File: src/design/gre_pkg.sv
// Package with the types and constants of the gamepad report encoder.
package gre_pkg;

  localparam int unsigned ButtonW = 10;
  localparam int unsigned DirW = 8;
  localparam int unsigned WhammyW = 12;
  localparam int unsigned TimeW = 32;
  localparam int unsigned WordW = 16;
  localparam int unsigned HatW = 3;
  localparam int unsigned ScaledW = 8;
  localparam int unsigned DebounceW = 10;
  localparam int unsigned CfgIdxW = 1;
  localparam int unsigned CfgDataW = 10;

  localparam logic [CfgIdxW-1:0] CfgReportMode = 1'd0;
  localparam logic [CfgIdxW-1:0] CfgDebounceMs = 1'd1;

  localparam logic [DebounceW-1:0] DebounceReset = 10'd50;

  localparam logic ModeVendor = 1'b0;
  localparam logic ModeHid = 1'b1;

  localparam logic [WordW-1:0] TiltVendor = 16'h8001;
  localparam logic [WordW-1:0] TiltHid = 16'hFF81;

  // Scaling raw*255/4095 equals raw*17/273; the division uses a reciprocal.
  localparam int unsigned ScaleMulW = 17;
  localparam logic [ScaleMulW-1:0] RecipMul = 17'd122911;
  localparam int unsigned RecipShift = 25;
  localparam int unsigned ProductW = 34;

  localparam logic [HatW-1:0] HatUp = 3'd0;
  localparam logic [HatW-1:0] HatUpRight = 3'd1;
  localparam logic [HatW-1:0] HatRight = 3'd2;
  localparam logic [HatW-1:0] HatDownRight = 3'd3;
  localparam logic [HatW-1:0] HatDown = 3'd4;
  localparam logic [HatW-1:0] HatDownLeft = 3'd5;
  localparam logic [HatW-1:0] HatLeft = 3'd6;
  localparam logic [HatW-1:0] HatUpLeft = 3'd7;

  function automatic logic [HatW-1:0] hat_from_lines(input logic [DirW-1:0] dirs);
    logic up;
    logic down;
    logic left;
    logic right;
    logic [HatW-1:0] hat;
    up = |dirs[2:0];
    down = |dirs[5:3];
    left = dirs[6];
    right = dirs[7];
    if (up) begin
      hat = left ? HatUpLeft : (right ? HatUpRight : HatUp);
    end else if (down) begin
      hat = left ? HatDownLeft : (right ? HatDownRight : HatDown);
    end else if (left) begin
      hat = HatLeft;
    end else if (right) begin
      hat = HatRight;
    end else begin
      hat = HatUp;
    end
    return hat;
  endfunction

  function automatic logic [WordW-1:0] vendor_buttons(input logic [ButtonW-1:0] btn,
                                                     input logic [DirW-1:0] dirs);
    logic [WordW-1:0] w;
    w = '0;
    w[12] = btn[0];
    w[13] = btn[1];
    w[15] = btn[2];
    w[14] = btn[3];
    w[5] = btn[4];
    w[0] = btn[5] | (|dirs[2:0]);
    w[1] = btn[6] | (|dirs[5:3]);
    w[4] = btn[7];
    w[3] = btn[8] | dirs[7];
    w[2] = dirs[6];
    w[10] = btn[9];
    return w;
  endfunction

endpackage

File: src/design/gamepad_report_encoder_top.sv
// Top level of the gamepad report encoder: tilt debounce and report mapping.

// One poll enters per clock cycle while the input is not stalled. An accepted
// poll is held in an input register and passes through one stage of logic
// into the result register. The tilt debounce state is updated as a poll moves
// from the input register to the result register, so polls are filtered in the
// order they were accepted. The whammy scaling uses one 17 by 17 bit multiply in
// that stage. A new poll is still taken while a finished report waits to be read,
// until the input register is occupied as well; then the input stalls.
module gamepad_report_encoder_top
  import gre_pkg::*;
(
  input  logic                       clk_i,
  input  logic                       rst_ni,

  input  logic                       cfg_valid_i,
  output logic                       cfg_ready_o,
  input  logic [CfgIdxW-1:0]         cfg_index_i,
  input  logic [CfgDataW-1:0]        cfg_data_i,

  input  logic                       in_valid_i,
  output logic                       in_ready_o,
  input  logic [ButtonW-1:0]         button_bits_i,
  input  logic [DirW-1:0]            direction_lines_i,
  input  logic                       tilt_sample_i,
  input  logic [WhammyW-1:0]         whammy_sample_i,
  input  logic [TimeW-1:0]           now_ms_i,

  output logic                       out_valid_o,
  input  logic                       out_ready_i,
  output logic [WordW-1:0]           button_word_o,
  output logic [HatW-1:0]            hat_code_o,
  output logic signed [WordW-1:0]    whammy_axis_o,
  output logic signed [WordW-1:0]    tilt_axis_o
);

  logic                  mode_q;
  logic [DebounceW-1:0]  debounce_q;

  logic                  s1_valid_q, s1_valid_d;
  logic [ButtonW-1:0]    btn_q;
  logic [DirW-1:0]       dirs_q;
  logic                  tilt_in_q;
  logic [WhammyW-1:0]    raw_q;
  logic [TimeW-1:0]      now_q;

  logic                  tilt_q, tilt_d;
  logic [TimeW-1:0]      last_q, last_d;

  logic                  out_valid_q, out_valid_d;
  logic [WordW-1:0]      word_q, word_d;
  logic [HatW-1:0]       hat_q, hat_d;
  logic [WordW-1:0]      whammy_q, whammy_d;
  logic [WordW-1:0]      tilt_axis_q, tilt_axis_d;

  logic                  in_fire;
  logic                  s2_load;
  logic [TimeW-1:0]      elapsed;
  logic [ScaleMulW-1:0]  raw_x17;
  logic [ProductW-1:0]   product;
  logic [ScaledW-1:0]    scaled;

  assign cfg_ready_o = 1'b1;

  always_ff @(posedge clk_i or negedge rst_ni) begin
    if (!rst_ni) begin
      mode_q <= ModeVendor;
      debounce_q <= DebounceReset;
    end else if (cfg_valid_i) begin
      case (cfg_index_i)
        CfgReportMode: mode_q <= cfg_data_i[0];
        CfgDebounceMs: debounce_q <= cfg_data_i[DebounceW-1:0];
        default: ;
      endcase
    end
  end

  assign s2_load = s1_valid_q && (!out_valid_q || out_ready_i);
  assign in_ready_o = !s1_valid_q || s2_load;
  assign in_fire = in_valid_i && in_ready_o;

  always_comb begin
    s1_valid_d = s1_valid_q;
    if (in_fire) begin
      s1_valid_d = 1'b1;
    end else if (s2_load) begin
      s1_valid_d = 1'b0;
    end
  end

  always_ff @(posedge clk_i or negedge rst_ni) begin
    if (!rst_ni) begin
      s1_valid_q <= 1'b0;
    end else begin
      s1_valid_q <= s1_valid_d;
    end
  end

  always_ff @(posedge clk_i) begin
    if (in_fire) begin
      btn_q <= button_bits_i;
      dirs_q <= direction_lines_i;
      tilt_in_q <= tilt_sample_i;
      raw_q <= whammy_sample_i;
      now_q <= now_ms_i;
    end
  end

  assign elapsed = now_q - last_q;

  always_comb begin
    tilt_d = tilt_q;
    last_d = last_q;
    if (tilt_in_q != tilt_q) begin
      if (elapsed > {{(TimeW-DebounceW){1'b0}}, debounce_q}) begin
        tilt_d = tilt_in_q;
      end
      last_d = now_q;
    end
  end

  always_ff @(posedge clk_i or negedge rst_ni) begin
    if (!rst_ni) begin
      tilt_q <= 1'b0;
      last_q <= '0;
    end else if (s2_load) begin
      tilt_q <= tilt_d;
      last_q <= last_d;
    end
  end

  assign raw_x17 = {1'b0, raw_q, 4'b0000} + {5'b00000, raw_q};
  assign product = {{(ProductW-ScaleMulW){1'b0}}, raw_x17}
                   * {{(ProductW-ScaleMulW){1'b0}}, RecipMul};
  assign scaled = product[RecipShift+ScaledW-1:RecipShift];

  always_comb begin
    if (mode_q == ModeHid) begin
      word_d = {{(WordW-ButtonW){1'b0}}, btn_q};
      hat_d = hat_from_lines(dirs_q);
      whammy_d = {{(WordW-ScaledW){1'b0}}, scaled};
      tilt_axis_d = tilt_d ? TiltHid : '0;
    end else begin
      word_d = vendor_buttons(btn_q, dirs_q);
      hat_d = HatUp;
      whammy_d = {scaled ^ 8'h80, 8'h00};
      tilt_axis_d = tilt_d ? TiltVendor : '0;
    end
  end

  always_comb begin
    out_valid_d = out_valid_q;
    if (s2_load) begin
      out_valid_d = 1'b1;
    end else if (out_ready_i) begin
      out_valid_d = 1'b0;
    end
  end

  always_ff @(posedge clk_i or negedge rst_ni) begin
    if (!rst_ni) begin
      out_valid_q <= 1'b0;
    end else begin
      out_valid_q <= out_valid_d;
    end
  end

  always_ff @(posedge clk_i) begin
    if (s2_load) begin
      word_q <= word_d;
      hat_q <= hat_d;
      whammy_q <= whammy_d;
      tilt_axis_q <= tilt_axis_d;
    end
  end

  assign out_valid_o = out_valid_q;
  assign button_word_o = word_q;
  assign hat_code_o = hat_q;
  assign whammy_axis_o = whammy_q;
  assign tilt_axis_o = tilt_axis_q;

  // The debounce state moves only when a poll passes into the result register.
  assert property (@(posedge clk_i) disable iff (!rst_ni)
    !s2_load |=> $stable(tilt_q) && $stable(last_q))
    else $error("Tilt state changed without a poll.");

  // A reported tilt value is one of the three legal codes.
  assert property (@(posedge clk_i) disable iff (!rst_ni)
    out_valid_o |-> (tilt_axis_o == '0 || tilt_axis_o == TiltVendor
                     || tilt_axis_o == TiltHid))
    else $error("Illegal tilt axis value.");

  // Either the low byte is zero (vendor layout) or the high byte is (HID layout).
  assert property (@(posedge clk_i) disable iff (!rst_ni)
    out_valid_o |-> (whammy_axis_o[7:0] == 8'h00 || whammy_axis_o[15:8] == 8'h00))
    else $error("Whammy axis mixes layouts.");

  // Input is refused only when both stages are occupied and the output is stalled.
  assert property (@(posedge clk_i) disable iff (!rst_ni)
    !in_ready_o |-> s1_valid_q && out_valid_q && !out_ready_i)
    else $error("Input stalled without backpressure.");

  // A poll that moves out of the input register is presented at the output in the next cycle.
  assert property (@(posedge clk_i) disable iff (!rst_ni)
    s2_load |=> out_valid_o)
    else $error("Loaded report not presented.");

endmodule

File: config.mk
export PLATFORM = sky130hd
export DESIGN_NAME = gamepad_report_encoder_top
export DESIGN_NICKNAME = d
export VERILOG_FILES = /design/src/design/gre_pkg.sv /design/src/design/gamepad_report_encoder_top.sv
export SDC_FILE = /design/constraint.sdc
export NUM_CORES = 1
export LEC_CHECK = 0
export ABC_AREA = 1
export ABC_CLOCK_PERIOD_IN_PS = 7500
export BUFFER_PORTS_ARGS = -buffer_cell sky130_fd_sc_hd__buf_2
export CAP_MARGIN = 20
export CORE_UTILIZATION = 50
export DETAILED_ROUTE_END_ITERATION = 10
export PLACE_DENSITY = 0.79
export SYNTH_ARGS = -nofsm -noshare
export SYNTH_HDL_FRONTEND = slang
export SYNTH_SLANG_ARGS = --single-unit
File: constraint.sdc
create_clock -name clk_i -period 7.5 [get_ports clk_i]
set_clock_uncertainty 0.2 [all_clocks]
set_input_delay 1.5 -clock clk_i [delete_from_list [all_inputs] [get_ports clk_i]]
set_output_delay 1.5 -clock clk_i [all_outputs]
set_load 0.02 [all_outputs]
==> impl_metrics.csv <==
group,metric,value,unit
status,status,"finished, final reports clean",
clock_network,clock-sinks,145,
placed_design,io_buffers,124,
clock_network,h-tree-depth,4,
layout,areaGrowthSynthToFinish,12.40,%
floorplan,rows,58,
layout,drive_gt1_share,12.10,%
critical_path,path_max_fanout,6,
layout,fillers,2278,
floorplan,die_area,26360,µm²
layout,nNetsFinal,2008,
timing,max_freq,0.1460,GHz
clock_network,cts_max_path_buffers,2,
placed_design,placed_cell_area,13810,µm²
clock_network,cts_root_buf,"clkbuf_16",
timing,fin_ws,0.6520,ns
layout,finalNonFillerCells,2035,
clock_network,clkTransAtPathRegs,0.07,ns
clock_network,ctsResizeCount,0,
timing,slew_violations,0,
critical_path,worstSetupEndpointType,"register",
floorplan,die_x,162.4,µm
critical_path,cp.required,7.47,ns
placed_design,dpl.hpwl,23170,µm
synth,synth_cells,1561,
timing,rsz0062_at_grt,"false",
detailed_routing,drt_first_pass_iters,5,
critical_path,slowest_stage,"fa_1",
critical_path,worstSetupPathType,"register to register",
floorplan,initial_core_util,51.06,%
detailed_routing,drtIter0Drc,639,
detailed_routing,routed_wl,28250,µm
synth,syn_area_per_cell,8.237,µm²
synth,synth_mux_area_share,0.08757,%
synth,synth_cell_types,48,
clock_network,insertion_delay,0.43,ns
clock_network,cts_setup_buffers,0,
detailed_routing,vias,10059,
timing,fin_setup_tns,0,ns
synth,synth_edf_count,99,
synth,synth_top_family_by_area,"adder cells",
synth,synth_compound_area_share,7.337,%
detailed_routing,route.detailed.drc,0,
synth,yosys.area_share.adder,27.05,%
synth,synth_ff_type,"edfxtp_1",
timing,hold_violations,0,
synth,ys_async_sr_fraction,31.72,%
worst_hold_path,min_path_type,"register to register",
timing,max_slew_margin,43.60,%
timing,fin_crit,6.848,ns
flow_run,cap_viol_max_count,0,
synth,yosys_warnings,0,
layout,final_cell_mix,"368 x inv_1, 334 x nand2_1, 174 x ha_1, 138 x nor2_1, 124 x buf_2",
global_route,grt_antenna_before_repair,2,
layout,final_area,14450,µm²
clock_network,hold_buffers,0,
synth,synth_xor_area_share,2.958,%
timing,setup_violations,0,
global_route,grt_pass1_wl,46570,µm
timing,worst_slew_pin_slew,0.8432,ns
critical_path,start_kind,"register",
detailed_routing,viasPerCell,4.943,
global_route,grt_overflow_total,0,
synth,syn-cell-area,12860,µm²
placed_design,pre_cts_ws,0.6982,ns
floorplan,die_y,162.4,µm
placed_design,dp_cells,2000,
timing,fin_crit_sh,91.31,%
synth,synth_seq_area_share,32.10,%
synth,yosys.area_share.simple,18.23,%
clock_network,cts_buffers,17,
floorplan,core-area,25180,µm²
critical_path,cp_slowest_stage_delay,0.55,ns
critical_path,cpMostUsedCell,"nand2_1",
layout,layout_commonest_cell,"inv_1",
floorplan,pin_count,133,
global_route,first_global_vias,9994,
placed_design,place_congestion,0.9263,
clock_network,cts_tree,"yes",
critical_path,worst-endpoint-arrival,6.81,ns
global_route,grt_max_degree,64,
global_route,grtUsageTotal,22.29,%
detailed_routing,ant_nets,0,
synth,synth_seq_cells,145,
detailed_routing,wire_per_inst,13.88,µm
## stage by stage
step | utilization, % | hold slack, ns
finish | 57.39 | 0.2911
global placement | 54.85 | 0.2768
global route | 57.39 | 0.3102
detailed placement | 54.85 | 0.2801
floorplan | - | 0.2567
CTS | 57.29 | 0.2907
## final cells by class
class / count / area (µm²) / share of cell area, %
multi-input cells: 1021 / 7199 / 49.81
flip-flops and latches: 145 / 4128 / 28.56
inverters: 373 / 1400 / 9.687
repair buffers: 132 / 693.2 / 4.796
clock buffers: 17 / 425.4 / 2.943
well taps: 330 / 412.9 / 2.857
clock inverters: 15 / 188.9 / 1.307
diodes: 2 / 5.005 / 0.03463
## path summary, 6_finish.rpt
kind,from,cells after the start,slack [ns],endpoint
max reg2reg,raw_q[0],31,0.65,whammy_axis_o[11]
max,raw_q[0],31,0.65,whammy_axis_o[11]
min reg2reg,debounce_q[4],2,0.29,debounce_q[4]
min in group asynchronous,rst_ni,1,0.84,debounce_q[3]
max in group asynchronous,rst_ni,2,5.67,debounce_q[1]
min,debounce_q[4],2,0.29,debounce_q[4]
## critical path: cells and delay by family (launching register included)
family | cells | cell delay, ns
xor+xnor | 1 | 0.22
buf+inv | 3 | 0.25
simple gates | 14 | 1.67
flops | 1 | 0.51
fa+ha+maj | 9 | 3.25
compound gates | 4 | 0.47
## layer usage
metal / wire length (µm) / share of wire (%) / global-route usage [%] / vias up
met4: 703 / 2.5 / 7.804 / 0
met5: 0 / 0 / 0 / -
met1: 12150 / 43 / 26.84 / 4690
met3: 897 / 3.2 / 3.336 / 43
met2: 14500 / 51 / 40.23 / 198
li1: - / - / - / 5128
## cell usage after synthesis (2+ instances only)
library cell | number | area share, %
nor2_1 | 138 | 4.0
inv_1 | 369 | 11
ha_1 | 174 | 17
nor3_1 | 10 | 0.39
conb_1 | 2 | 0.058
clkbuf_1 | 12 | 0.35
buf_4 | 16 | 0.93
nand3_2 | 4 | 0.31
o221ai_1 | 2 | 0.14
xnor2_1 | 10 | 0.68
a21oi_1 | 99 | 3.9
a211oi_1 | 2 | 0.12
dfrtp_1 | 43 | 8.4
or2_2 | 2 | 0.097
nand3b_1 | 3 | 0.18
fa_1 | 65 | 10
xor2_1 | 26 | 1.8
dfstp_2 | 3 | 0.61
a21o_1 | 3 | 0.18
o21ai_1 | 2 | 0.078
nor3_2 | 2 | 0.16
xor2_2 | 4 | 0.51
inv_2 | 3 | 0.088
or2_0 | 2 | 0.097
nand3_1 | 35 | 1.4
a311oi_1 | 2 | 0.14
a31oi_1 | 5 | 0.24
o21bai_1 | 9 | 0.53
nand2_2 | 9 | 0.44
o21ai_0 | 24 | 0.93
o21a_1 | 3 | 0.18
nor4_1 | 2 | 0.097
edfxtp_1 | 99 | 23
a21oi_2 | 4 | 0.27
nand4_1 | 17 | 0.83
nor2_2 | 5 | 0.24
o31ai_1 | 4 | 0.23
nand2_1 | 334 | 9.7
and2_1 | 4 | 0.19
## cell families after synthesis
group,after synthesis
AO/OA/AOI/OAI,165
XOR/XNOR,40
adder cells (fa/ha/maj),239
buffers and inverters,401
flip-flops,145
multiplexers,1
other,2
AND/OR/NAND/NOR,568
## flip-flops by register name, summed over array words and instances, names as in the netlist
signal         cells
last_q            32
now_q             32
whammy_axis_o     16
button_word_o     15
raw_q             12
btn_q             10
debounce_q        10
dirs_q             8
hat_code_o         3
tilt_axis_o        2
mode_q             1
out_valid_o        1
s1_valid_q         1
tilt_in_q          1
tilt_q             1
Power is not shown: default switching activity piles up to over one toggle a cycle in this logic, so the estimate is an artifact.
